$ cat src/sv/modular_exponentiation_core_defines.svh
// assertion macros shared by the modular exponentiation rtl
`ifndef MODULAR_EXPONENTIATION_CORE_DEFINES_SVH
`define MODULAR_EXPONENTIATION_CORE_DEFINES_SVH

// same-cycle implication, sampled on clk, off while arst_n is low
`define MEXP_ASSERT_IMPL(lbl, pre, post) \
	lbl: assert property (@(posedge clk) disable iff (!arst_n) (pre) |-> (post)) \
		else $error("mexp assertion failed: same-cycle implication");

// next-cycle implication, sampled on clk, off while arst_n is low
`define MEXP_ASSERT_NEXT(lbl, pre, post) \
	lbl: assert property (@(posedge clk) disable iff (!arst_n) (pre) |=> (post)) \
		else $error("mexp assertion failed: next-cycle implication");

`endif

$ cat src/sv/mexp_pkg.sv
package mexp_pkg;

	// default sizes and fixed field widths
	localparam int EXP_WIDTH_DEF = 64;
	localparam int MOD_WIDTH_DEF = 32;
	localparam int BASE_W        = 64;
	localparam int EXPF_W        = 64;
	localparam int RES_W         = 32;
	localparam int CFG_W         = 32;
	localparam int MOD_RESET     = 2;

	// microprogram step addresses
	localparam int STEP_W = 4;
	typedef logic [STEP_W-1:0] step_t;

	localparam step_t ST_WAIT  = 4'd0;
	localparam step_t ST_CHECK = 4'd1;
	localparam step_t ST_RBASE = 4'd2;
	localparam step_t ST_WBASE = 4'd3;
	localparam step_t ST_BIT   = 4'd4;
	localparam step_t ST_MUL   = 4'd5;
	localparam step_t ST_WMUL  = 4'd6;
	localparam step_t ST_SQR   = 4'd7;
	localparam step_t ST_WSQR  = 4'd8;
	localparam step_t ST_LOOP  = 4'd9;
	localparam step_t ST_EMIT  = 4'd10;
	localparam step_t ST_ZERO  = 4'd11;

	// datapath actions
	typedef enum logic [3:0] {
		OP_NOP,
		OP_LOAD,
		OP_RED_BASE,
		OP_SET_PW,
		OP_MUL_ACC,
		OP_SET_ACC,
		OP_SQR_PW,
		OP_NEXT_BIT,
		OP_EMIT,
		OP_CLR_ACC
	} dp_op_t;

	// sequencing conditions
	typedef enum logic [2:0] {
		CD_SEQ,
		CD_JUMP,
		CD_WAIT_IN,
		CD_WAIT_DONE,
		CD_WAIT_OUT,
		CD_IF_MSMALL,
		CD_IF_BIT_CLR,
		CD_IF_MORE
	} cond_t;

	typedef struct packed {
		dp_op_t op;
		cond_t  cond;
		step_t  target;
	} uop_t;

	// status seen by the sequencer
	typedef struct packed {
		logic in_valid;
		logic out_free;
		logic unit_done;
		logic m_small;
		logic e_bit;
		logic more;
	} seq_stat_t;

	// control from the sequencer to the datapath
	typedef struct packed {
		dp_op_t op;
		logic   fire;
		logic   in_ready;
	} seq_ctl_t;

	// requests to the modular reduction unit
	typedef struct packed {
		logic start_mul;
		logic start_red;
	} unit_req_t;

	typedef enum logic [1:0] {
		RD_IDLE,
		RD_PROD,
		RD_SHIFT
	} red_state_t;

	// control store: right-to-left square and multiply
	function automatic uop_t uop_rom(input step_t s);
		uop_t u;
		case (s)
			ST_WAIT:  u = '{OP_LOAD,     CD_WAIT_IN,    ST_CHECK};
			ST_CHECK: u = '{OP_NOP,      CD_IF_MSMALL,  ST_ZERO};
			ST_RBASE: u = '{OP_RED_BASE, CD_SEQ,        ST_WAIT};
			ST_WBASE: u = '{OP_SET_PW,   CD_WAIT_DONE,  ST_BIT};
			ST_BIT:   u = '{OP_NOP,      CD_IF_BIT_CLR, ST_SQR};
			ST_MUL:   u = '{OP_MUL_ACC,  CD_SEQ,        ST_WAIT};
			ST_WMUL:  u = '{OP_SET_ACC,  CD_WAIT_DONE,  ST_SQR};
			ST_SQR:   u = '{OP_SQR_PW,   CD_SEQ,        ST_WAIT};
			ST_WSQR:  u = '{OP_NEXT_BIT, CD_WAIT_DONE,  ST_LOOP};
			ST_LOOP:  u = '{OP_NOP,      CD_IF_MORE,    ST_BIT};
			ST_EMIT:  u = '{OP_EMIT,     CD_WAIT_OUT,   ST_WAIT};
			ST_ZERO:  u = '{OP_CLR_ACC,  CD_JUMP,       ST_EMIT};
			default:  u = '{OP_NOP,      CD_JUMP,       ST_WAIT};
		endcase
		return u;
	endfunction

endpackage

$ cat src/sv/mexp_in_if.sv
interface mexp_in_if;
	logic                         valid;
	logic                         ready;
	logic [mexp_pkg::BASE_W-1:0]  base_value;
	logic [mexp_pkg::EXPF_W-1:0]  exponent_value;

	modport source (output valid, output base_value, output exponent_value, input ready);
	modport sink (input valid, input base_value, input exponent_value, output ready);
endinterface

$ cat src/sv/mexp_out_if.sv
interface mexp_out_if;
	logic                        valid;
	logic                        ready;
	logic [mexp_pkg::RES_W-1:0]  power_result;

	modport source (output valid, output power_result, input ready);
	modport sink (input valid, input power_result, output ready);
endinterface

$ cat src/sv/mexp_modred.sv
`include "modular_exponentiation_core_defines.svh"

module mexp_modred #(
	parameter int MOD_WIDTH = mexp_pkg::MOD_WIDTH_DEF
) (
	input  logic                        clk,
	input  logic                        arst_n,
	input  mexp_pkg::unit_req_t         req,
	input  logic [MOD_WIDTH-1:0]        opa,
	input  logic [MOD_WIDTH-1:0]        opb,
	input  logic [MOD_WIDTH-1:0]        m,
	input  logic [mexp_pkg::BASE_W-1:0] base,
	output logic [MOD_WIDTH-1:0]        rem,
	output logic                        done
);

	localparam int BW    = mexp_pkg::BASE_W;
	localparam int CNT_W = $clog2(BW + 1);

	mexp_pkg::red_state_t state_q, state_d;
	logic [CNT_W-1:0]       cnt_q;
	logic                   done_q;
	logic [2*MOD_WIDTH-1:0] prod_full;
	logic [2*MOD_WIDTH-1:0] prod_q;
	logic [MOD_WIDTH-1:0]   r_q;
	logic [BW-1:0]          sh_q;
	logic [MOD_WIDTH:0]     rs;
	logic [MOD_WIDTH+1:0]   diff;
	logic [MOD_WIDTH-1:0]   r_red;

	// one multiplier, registered before the reduction
	assign prod_full = (2*MOD_WIDTH)'(opa) * (2*MOD_WIDTH)'(opb);

	// one restoring step: shift in a bit, subtract the modulus if it fits
	assign rs    = {r_q, sh_q[BW-1]};
	assign diff  = {1'b0, rs} - {2'b00, m};
	assign r_red = diff[MOD_WIDTH+1] ? rs[MOD_WIDTH-1:0] : diff[MOD_WIDTH-1:0];

	// next state
	always_comb begin
		state_d = state_q;
		case (state_q)
			mexp_pkg::RD_IDLE: begin
				if (req.start_mul) begin
					state_d = mexp_pkg::RD_PROD;
				end else if (req.start_red) begin
					state_d = mexp_pkg::RD_SHIFT;
				end
			end
			mexp_pkg::RD_PROD: begin
				state_d = mexp_pkg::RD_SHIFT;
			end
			mexp_pkg::RD_SHIFT: begin
				if (cnt_q == CNT_W'(1)) begin
					state_d = mexp_pkg::RD_IDLE;
				end
			end
			default: begin
				state_d = mexp_pkg::RD_IDLE;
			end
		endcase
	end

	// control registers
	always_ff @(posedge clk or negedge arst_n) begin
		if (!arst_n) begin
			state_q <= mexp_pkg::RD_IDLE;
			cnt_q   <= '0;
			done_q  <= 1'b0;
		end else begin
			state_q <= state_d;
			done_q  <= (state_q == mexp_pkg::RD_SHIFT) && (cnt_q == CNT_W'(1));
			case (state_q)
				mexp_pkg::RD_IDLE: begin
					if (req.start_red && !req.start_mul) begin
						cnt_q <= CNT_W'(BW);
					end
				end
				mexp_pkg::RD_PROD: begin
					cnt_q <= CNT_W'(MOD_WIDTH);
				end
				mexp_pkg::RD_SHIFT: begin
					cnt_q <= cnt_q - CNT_W'(1);
				end
				default: begin
					cnt_q <= '0;
				end
			endcase
		end
	end

	// operand and remainder registers
	always_ff @(posedge clk) begin
		case (state_q)
			mexp_pkg::RD_IDLE: begin
				if (req.start_mul) begin
					prod_q <= prod_full;
				end else if (req.start_red) begin
					r_q  <= '0;
					sh_q <= base;
				end
			end
			mexp_pkg::RD_PROD: begin
				// high half is already below the modulus
				r_q  <= prod_q[2*MOD_WIDTH-1:MOD_WIDTH];
				sh_q <= {prod_q[MOD_WIDTH-1:0], {(BW-MOD_WIDTH){1'b0}}};
			end
			mexp_pkg::RD_SHIFT: begin
				r_q  <= r_red;
				sh_q <= {sh_q[BW-2:0], 1'b0};
			end
			default: begin
				r_q <= r_q;
			end
		endcase
	end

	assign rem  = r_q;
	assign done = done_q;

	`MEXP_ASSERT_IMPL(a_start_when_idle, req.start_mul || req.start_red, state_q == mexp_pkg::RD_IDLE)
	`MEXP_ASSERT_NEXT(a_done_pulse, done_q, !done_q)

endmodule

$ cat src/sv/mexp_seq.sv
module mexp_seq (
	input  logic                clk,
	input  logic                arst_n,
	input  mexp_pkg::seq_stat_t stat,
	output mexp_pkg::seq_ctl_t  ctl
);

	mexp_pkg::step_t step_q, step_d;
	mexp_pkg::uop_t  uop;
	mexp_pkg::step_t step_inc;
	logic            fire;

	assign uop      = mexp_pkg::uop_rom(step_q);
	assign step_inc = step_q + mexp_pkg::step_t'(1);

	// condition evaluation and next step
	always_comb begin
		fire   = 1'b1;
		step_d = step_inc;
		case (uop.cond)
			mexp_pkg::CD_SEQ: begin
				step_d = step_inc;
			end
			mexp_pkg::CD_JUMP: begin
				step_d = uop.target;
			end
			mexp_pkg::CD_WAIT_IN: begin
				fire   = stat.in_valid;
				step_d = fire ? uop.target : step_q;
			end
			mexp_pkg::CD_WAIT_DONE: begin
				fire   = stat.unit_done;
				step_d = fire ? uop.target : step_q;
			end
			mexp_pkg::CD_WAIT_OUT: begin
				fire   = stat.out_free;
				step_d = fire ? uop.target : step_q;
			end
			mexp_pkg::CD_IF_MSMALL: begin
				step_d = stat.m_small ? uop.target : step_inc;
			end
			mexp_pkg::CD_IF_BIT_CLR: begin
				step_d = !stat.e_bit ? uop.target : step_inc;
			end
			mexp_pkg::CD_IF_MORE: begin
				step_d = stat.more ? uop.target : step_inc;
			end
			default: begin
				fire   = 1'b0;
				step_d = mexp_pkg::ST_WAIT;
			end
		endcase
	end

	// step counter
	always_ff @(posedge clk or negedge arst_n) begin
		if (!arst_n) begin
			step_q <= mexp_pkg::ST_WAIT;
		end else begin
			step_q <= step_d;
		end
	end

	assign ctl.op       = uop.op;
	assign ctl.fire     = fire;
	assign ctl.in_ready = (uop.cond == mexp_pkg::CD_WAIT_IN);

endmodule

$ cat src/sv/modular_exponentiation_core.sv
// channel    | dir | fields                        | handshake
// operands   | in  | base_value, exponent_value    | valid/ready
// results    | out | power_result                  | valid/ready
// modulus_we | in  | modulus_data                  | write enable, no stall
//
// one item in flight; the base reduction and every multiply and square run
//   through the shared reduction unit, one restoring step a cycle.
// a modulus below two gives a result of zero.
// reset leaves the modulus at two and no result pending.
// the next item is taken while a result still waits in the output register;
// a full output register stalls the sequencer at its final step.
`include "modular_exponentiation_core_defines.svh"

module modular_exponentiation_core #(
	parameter int EXP_WIDTH = mexp_pkg::EXP_WIDTH_DEF,
	parameter int MOD_WIDTH = mexp_pkg::MOD_WIDTH_DEF
) (
	input  logic                       clk,
	input  logic                       arst_n,
	input  logic                       modulus_we,
	input  logic [mexp_pkg::CFG_W-1:0] modulus_data,
	mexp_in_if.sink                    operands,
	mexp_out_if.source                 results
);

	localparam int BC_W = $clog2(EXP_WIDTH + 1);

	mexp_pkg::seq_stat_t stat;
	mexp_pkg::seq_ctl_t  ctl;
	mexp_pkg::unit_req_t req;

	logic [MOD_WIDTH-1:0]        mod_q;
	logic [MOD_WIDTH-1:0]        acc_q;
	logic [MOD_WIDTH-1:0]        pw_q;
	logic [EXP_WIDTH-1:0]        e_q;
	logic [BC_W-1:0]             bits_q;
	logic [mexp_pkg::BASE_W-1:0] base_q;
	logic                        out_valid_q;
	logic [mexp_pkg::RES_W-1:0]  out_data_q;
	logic [MOD_WIDTH-1:0]        opa;
	logic [MOD_WIDTH-1:0]        rem;
	logic                        done;
	logic                        emit_fire;

	// status for the sequencer
	assign stat.in_valid  = operands.valid;
	assign stat.out_free  = !out_valid_q || results.ready;
	assign stat.unit_done = done;
	assign stat.m_small   = (mod_q[MOD_WIDTH-1:1] == '0);
	assign stat.e_bit     = e_q[0];
	assign stat.more      = (bits_q != '0);

	mexp_seq u_seq (
		.clk    (clk),
		.arst_n (arst_n),
		.stat   (stat),
		.ctl    (ctl)
	);

	// requests to the shared reduction unit
	assign req.start_red = ctl.fire && (ctl.op == mexp_pkg::OP_RED_BASE);
	assign req.start_mul = ctl.fire &&
		((ctl.op == mexp_pkg::OP_MUL_ACC) || (ctl.op == mexp_pkg::OP_SQR_PW));
	assign opa = (ctl.op == mexp_pkg::OP_SQR_PW) ? pw_q : acc_q;

	mexp_modred #(
		.MOD_WIDTH (MOD_WIDTH)
	) u_modred (
		.clk    (clk),
		.arst_n (arst_n),
		.req    (req),
		.opa    (opa),
		.opb    (pw_q),
		.m      (mod_q),
		.base   (base_q),
		.rem    (rem),
		.done   (done)
	);

	assign emit_fire = ctl.fire && (ctl.op == mexp_pkg::OP_EMIT);

	// modulus register and output valid
	always_ff @(posedge clk or negedge arst_n) begin
		if (!arst_n) begin
			mod_q       <= MOD_WIDTH'(mexp_pkg::MOD_RESET);
			out_valid_q <= 1'b0;
		end else begin
			if (modulus_we) begin
				mod_q <= modulus_data[MOD_WIDTH-1:0];
			end
			if (emit_fire) begin
				out_valid_q <= 1'b1;
			end else if (results.ready) begin
				out_valid_q <= 1'b0;
			end
		end
	end

	// working registers, driven by the current control word
	always_ff @(posedge clk) begin
		if (ctl.fire) begin
			case (ctl.op)
				mexp_pkg::OP_LOAD: begin
					base_q <= operands.base_value;
					e_q    <= operands.exponent_value[EXP_WIDTH-1:0];
					acc_q  <= MOD_WIDTH'(1);
					bits_q <= BC_W'(EXP_WIDTH);
				end
				mexp_pkg::OP_SET_PW: begin
					pw_q <= rem;
				end
				mexp_pkg::OP_SET_ACC: begin
					acc_q <= rem;
				end
				mexp_pkg::OP_NEXT_BIT: begin
					pw_q   <= rem;
					e_q    <= e_q >> 1;
					bits_q <= bits_q - BC_W'(1);
				end
				mexp_pkg::OP_CLR_ACC: begin
					acc_q <= '0;
				end
				mexp_pkg::OP_EMIT: begin
					out_data_q <= mexp_pkg::RES_W'(acc_q);
				end
				default: begin
					acc_q <= acc_q;
				end
			endcase
		end
	end

	assign operands.ready       = ctl.in_ready;
	assign results.valid        = out_valid_q;
	assign results.power_result = out_data_q;

	`MEXP_ASSERT_NEXT(a_leave_wait, operands.valid && operands.ready, !operands.ready)
	`MEXP_ASSERT_IMPL(a_emit_room, emit_fire, !out_valid_q || results.ready)

endmodule
$ cat src/flat_wrapper.sv
// flat-port wrapper written by rule: the top's interface ports become plain ports
module modular_exponentiation_core_flat 
#(
	parameter int EXP_WIDTH = mexp_pkg::EXP_WIDTH_DEF,
	parameter int MOD_WIDTH = mexp_pkg::MOD_WIDTH_DEF
)
  (clk, arst_n, modulus_we, modulus_data, operands_valid, operands_base_value, operands_exponent_value, operands_ready, results_valid, results_power_result, results_ready);
  mexp_in_if operands_i ();
  mexp_out_if results_i ();
  input  logic clk;
  input  logic arst_n;
  input  logic modulus_we;
  input  logic [mexp_pkg::CFG_W-1:0] modulus_data;
  input wire logic [$bits(operands_i.valid)-1:0] operands_valid;
  input wire logic [$bits(operands_i.base_value)-1:0] operands_base_value;
  input wire logic [$bits(operands_i.exponent_value)-1:0] operands_exponent_value;
  output wire logic [$bits(operands_i.ready)-1:0] operands_ready;
  output wire logic [$bits(results_i.valid)-1:0] results_valid;
  output wire logic [$bits(results_i.power_result)-1:0] results_power_result;
  input wire logic [$bits(results_i.ready)-1:0] results_ready;
  assign operands_i.valid = operands_valid;
  assign operands_i.base_value = operands_base_value;
  assign operands_i.exponent_value = operands_exponent_value;
  assign operands_ready = operands_i.ready;
  assign results_valid = results_i.valid;
  assign results_power_result = results_i.power_result;
  assign results_i.ready = results_ready;
  modular_exponentiation_core #(.EXP_WIDTH(EXP_WIDTH), .MOD_WIDTH(MOD_WIDTH)) u_core (.clk(clk), .arst_n(arst_n), .modulus_we(modulus_we), .modulus_data(modulus_data), .operands(operands_i), .results(results_i));
endmodule
$ cat config.mk
export PLATFORM = sky130hd
export DESIGN_NAME = modular_exponentiation_core_flat
export DESIGN_NICKNAME = d
export VERILOG_FILES = /design/src/sv/mexp_pkg.sv /design/src/sv/mexp_in_if.sv /design/src/sv/mexp_out_if.sv /design/src/sv/mexp_modred.sv /design/src/sv/mexp_seq.sv /design/src/sv/modular_exponentiation_core.sv /design/src/flat_wrapper.sv
export VERILOG_INCLUDE_DIRS = /design/src /design/src/sv
export SDC_FILE = /design/constraint.sdc
export NUM_CORES = 2
export LEC_CHECK = 0
export ABC_AREA = 1
export BUFFER_PORTS_ARGS = -buffer_cell sky130_fd_sc_hd__buf_4
export CAP_MARGIN = 20
export CORE_ASPECT_RATIO = 0.6
export CORE_UTILIZATION = 50
export CTS_CLUSTER_SIZE = 30
export DETAILED_ROUTE_END_ITERATION = 10
export PLACE_DENSITY = 0.64
export SLEW_MARGIN = 10
export SYNTH_ARGS = -nofsm -noshare
export SYNTH_HDL_FRONTEND = slang
export SYNTH_SLANG_ARGS = --single-unit
$ cat constraint.sdc
create_clock -name clk -period 14.2 [get_ports clk]
set_clock_uncertainty 0.15 [all_clocks]
set_input_delay 3.55 -clock clk [delete_from_list [all_inputs] [get_ports clk]]
set_output_delay 3.55 -clock clk [all_outputs]
set_load 0.03 [all_outputs]
[Word-level counts from Yosys, hierarchy flattened]
Memory sizes are Yosys's and may differ from the RTL's.
Index checks and enable logic that the tools add are counted.
Storage, ports and cells
  register bits after elaboration: 438
  memory bits (read-only): 176
  input port bits: 165
  output and inout port bits: 34
  logic and storage cells: 102
  memories kept: 1
Memory list
  (no name shown): words 16, bits a word 11, read ports 1, clocked after memory_dff 0, write ports 0, RTL line mexp_pkg.sv:93  | case (s)
Cells by class
  add/subtract/negate cells: 4
  multipliers: 1
  equal/unequal tests: 27
  mux-type cells: 27
  reductions and logical operators: 27
Operators by type and width (count)
  case mux 32 bit (3 select lines): 2
  case mux 64 bit (3 select lines): 1
  2-to-1 mux 32 bit: 4
  2-to-1 mux 64 bit: 2
  case mux 64 bit (2 select lines): 1
  multiplier 32 x 32 -> 64 bit: 1
  subtractor 33 x 32 -> 34 bit: 1
  case mux 4 bit (8 select lines): 1
  zero test 31 bit: 1
  2-to-1 mux 4 bit: 6
  case mux 7 bit (3 select lines): 1
  == test 4 x 3 -> 1 bit (second input constant): 4
  case mux 7 bit (2 select lines): 1
  AND reduction 2 bit: 7
  subtractor 7 x 1 -> 7 bit (second input constant): 2
  == test 3 bit (second input constant): 4
  inequality test 2 bit (second input constant): 6
  == test 4 x 2 -> 1 bit (second input constant): 2
  == test 4 bit (second input constant): 2
  == test 7 x 1 -> 1 bit (second input constant): 1
  2-to-1 mux 7 bit: 1
  nonzero test 7 bit: 1
  == test 3 x 2 -> 1 bit (second input constant): 2
  2-to-1 mux 2 bit: 3
  19 further kinds: 29

[Depth between registers and ports, before layout]
  depth in word-level cells: 8
  depth in mapped cells: 47
  gate-level depth less buffers: 44

[By module]
Synthesis repeated with hierarchy kept, for this count alone.
Unflattened totals
  cell total of the unflattened synthesis: 6818
  area, all modules: 56038.7 µm²
By module, submodules not included
  mexp_modred: times used 1, cells each 5869, area an instance 44965.6 µm², seq. area each 5054.8 µm²
  modular_exponentiation_core: times used 1, cells each 773, area an instance 10073.4 µm², seq. area each 7763.7 µm²
  mexp_seq: times used 1, cells each 176, area an instance 999.7 µm², seq. area each 100.1 µm²

[Worst setup path before layout]
OpenSTA, ideal clock, no wires.
  kind: input -> register
  start point: in results_ready
  end point: reg u_core.bits_q[0] (enable)
  library setup time: 0.523 ns
  arrival: 7.443 ns
  data required time: 13.527 ns
  path slack: 6.083 ns
  stages: 4
  path buffers: 0
  cell sequence: nor2_1 > nand4_1 > nand3_1 > a21oi_1
Between the ends
  cells in the longest elaborated chain, start to end: 3
RTL lines
  start, declared: RTL line flat_wrapper.sv:20  | input wire logic [$bits(results_i.ready)-1:0] results_ready;
  logical OR 1 bit: RTL line modular_exponentiation_core.sv:47  | assign stat.out_free = !out_valid_q || results.ready;
  case mux 1 bit (3 select lines): RTL line mexp_seq.sv:20  | case (uop.cond)
  AND reduction 2 bit (no source line)
  end signal, assigned: RTL line modular_exponentiation_core.sv:107  | bits_q <= BC_W'(EXP_WIDTH);
  end signal, assigned: RTL line modular_exponentiation_core.sv:118  | bits_q <= bits_q - BC_W'(1);
  end, declared: RTL line modular_exponentiation_core.sv:36  | logic [BC_W-1:0] bits_q;
No other way between the ends.
A chain may end at the register's enable or synchronous reset.

[Worst setup path after layout]
  start point: reg u_core.u_seq.step_q[0]
  end point: reg u_core.u_modred.prod_q[44] (data pin)
Between the ends
  cells in the longest elaborated chain, start to end: 4
RTL lines
  start, declared: RTL line mexp_seq.sv:8  | mexp_pkg::step_t step_q, step_d;
  start signal, assigned: RTL line mexp_seq.sv:58  | step_q <= mexp_pkg::ST_WAIT;
  start signal, assigned: RTL line mexp_seq.sv:60  | step_q <= step_d;
  memory (16 x 11 bit)
  == test 4 x 3 -> 1 bit: RTL line modular_exponentiation_core.sv:64  | assign opa = (ctl.op == mexp_pkg::OP_SQR_PW) ? pw_q : acc_q;
  2-to-1 mux 32 bit: RTL line modular_exponentiation_core.sv:64
  multiplier 32 x 32 -> 64 bit: RTL line mexp_modred.sv:32  | assign prod_full = (2*MOD_WIDTH)'(opa) * (2*MOD_WIDTH)'(opb);
  net u_core.u_modred.prod_full[44]: RTL line mexp_modred.sv:23  | logic [2*MOD_WIDTH-1:0] prod_full;
  end signal, assigned: RTL line mexp_modred.sv:97  | prod_q <= prod_full;
  end, declared: RTL line mexp_modred.sv:24  | logic [2*MOD_WIDTH-1:0] prod_q;
The timed path passes the listed nets, and every way through them passes these cells.

==> out/metrics.cfg <==
[floorplan]
die_w_um=424
core_mm2=0.105
die_area_mm2=0.108
row_count=92
start_util_pct=50.7
io_pins=199
die_y_um=255

[worst_setup_path]
cp.required_ps=14530
path_common_cell=inv_1
cpPeakStageDelay_ps=900
r2r_start=u_core.u_seq.step_q[0]$_DFFE_PN0P_
startpoint=u_core.u_seq.step_q[0]$_DFFE_PN0P_
critPathKind=flip-flop to flip-flop
crit_path_start_kind=flip-flop
critPathCaptureType=flip-flop
path_max_fanout=33
crit_arrival_ps=11650
crit_path_top_delay_cell=a21oi_2

[sta]
relSlewSlack_pct=16.9
setup_viol_count_final=0
tightest_slew_ps=1240
tns_ps=0
rsz0062_at_grt=no
min_period_over_period_pct=79.7
min_period_ps=11320
slew_viol_final=0
finalHoldViolations=0
fmax_mhz=88.3

[routing]
first_pass_iters=11
routed_wl_mm=186
drc=2
drt_iter0_drc=5213
vias=42500
routedWlPerCell_um=24.2
ant_nets=0
viasPerCell=5.53

[cts]
postCtsSetupBuffers=0
cts_buffer_depth=3
cts_resized=0
cts_tree=done
cts_buffers=47
cts_sinks=438
clk_latency_ps=670
clk_pin_slew_ps=70
cts-root-buf=clkbuf_16
holdBufCountCts=0
h-tree-depth=2

[synth]
avgSynthCellArea_um2=8.69
synth_seq_cells=438
synth.mux.area_fraction_pct=0.0211
synthAdderAreaFrac_pct=40.8
synthesis.nets=7522
synth_top_area_cell=fa_1
synthCells=6151
async_flop_share_pct=10.7
netlist_area_mm2=0.0534
synth-compound-area-share_pct=4.03
netlist.area_leader.share_pct=33.6
synth_area_leaders=fa_1, edfxtp_1, nand2_1, inv_1, ha_1
synth-xor-area-share_pct=0.950
yosysWarnings=0
synth_edf_count=391
yosys.cell_types.count=47
synth.yosys.seq_area_share_pct=24.2
synth_top_family_by_area=adder cells
synth_ff_type=edfxtp_1
synth-simple-area-share_pct=18.9

[min_path]
hp-class=flip-flop to flip-flop
min_from=u_core.acc_q[23]$_DFFE_PP_

[final_layout]
fin_cells=7697
drive_gt1_share_pct=7.05
layout_common_cells=nand2_1, inv_1, fa_1
syn2layout_area_growth_pct=8.57
diodes=0
fin_util_pct=55.0
final_common_cell=nand2_1
nNetsFinal=7622

[global_route]
grt_pass1_wl_mm=275
antenna_found_initial=2
track_usage_pct=35.0
grt_pass1_vias=41600
use_met3_pct=11.1
grt_overflow=0
grt_max_degree=84
use_met2_pct=46.4
use_met1_pct=55.3
top_usage_layer=met1

[placed_design]
gp_congestion=1.01
dp_cells=7611
dp_hpwl_mm=153
portBuffers=198

[run_status]
violations=design-rule violations
outcome=finished, violations left

[run]
cap_violations=0

[area by class of cell]
type / instances / area [um^2]
fill: 9848 / 47400
tap: 1410 / 1760
sequential: 438 / 12900
clock buffer: 54 / 1200
timing repair buffer: 276 / 2100
multi-input combinational: 4181 / 34700
inverter: 1307 / 4910
clock inverter: 31 / 427
[Yosys cell counts, types with 36 or more instances]
cell type  number
clkbuf_1      135
a21oi_1       122
nand4_1        36
ha_1          309
buf_2          62
o21ai_0       142
nand3_1       204
nand2_1      1385
nor2_1        886
inv_1        1263
edfxtp_1      391
dfrtp_1        46
fa_1          897
[kinds of logic (layout without fill, tap and decap cells)]
| kind of cell | Yosys count | in the layout |
|---|---|---|
| simple gates | 2560 | 2560 |
| buf+inv | 1532 | 1668 |
| fa+ha+maj | 1206 | 1206 |
| flops | 438 | 438 |
| compound gates | 356 | 356 |
| xor+xnor | 58 | 58 |
| mux | 1 | 1 |
[through the flow]
stage | cell area [um^2] | worst slack [ps] | hold slack [ps]
2_1_floorplan | 53400 | 6080 | 277
3_3_place_gp | 56400 | 3150 | 296
3_5_place_dp | 56400 | 3100 | 285
4_1_cts | 58000 | 3070 | 302
5_1_grt | 58000 | 2710 | 310
6_report | 58000 | 2880 | 305
[metal layers]
metal	part of all wire [%]	wire length, um
met5	0	0
met4	2.1	3880
met3	13	24700
met2	39	72000
met1	46	85700
[final timing paths]
check / to / cells past startpoint / slack (ps)
max reg2reg: u_core.u_modred.prod_q[44]$_DFFE_PP_ / 36 / 2880
min: u_core.results.power_result[23]$_DFFE_PP_ / 0 / 310
max in group asynchronous: u_core.mod_q[15]$_DFFE_PN0P_ / 1 / 10660
min reg2reg: u_core.results.power_result[23]$_DFFE_PP_ / 0 / 310
max: u_core.u_modred.prod_q[44]$_DFFE_PP_ / 36 / 2880
min in group asynchronous: u_core.u_seq.step_q[0]$_DFFE_PN0P_ / 1 / 2770
[registers in the layout, summed over array words and instances (netlist names)]
signal,cells
u_core.acc_q,32
u_core.base_q,64
u_core.bits_q,7
u_core.e_q,64
u_core.mod_q,32
u_core.pw_q,32
u_core.results.power_result,32
u_core.results.valid,1
u_core.u_modred.cnt_q,7
u_core.u_modred.done,1
u_core.u_modred.prod_q,64
u_core.u_modred.rem,32
u_core.u_modred.sh_q,64
u_core.u_modred.state_q,2
u_core.u_seq.step_q,4
[worst max-delay path: cells and delay by family, from the launching register on]
| family | cells | cell delay (ps) |
|---|---|---|
| AOI/OAI and AO/OA | 2 | 1050 |
| DFF | 1 | 490 |
| buffers and inverters | 12 | 2680 |
| and+or+nand+nor | 12 | 2130 |
| adders and majority gates | 10 | 4580 |
Power is not shown: default switching activity piles up to over one toggle a cycle in this logic, so the estimate is an artifact.
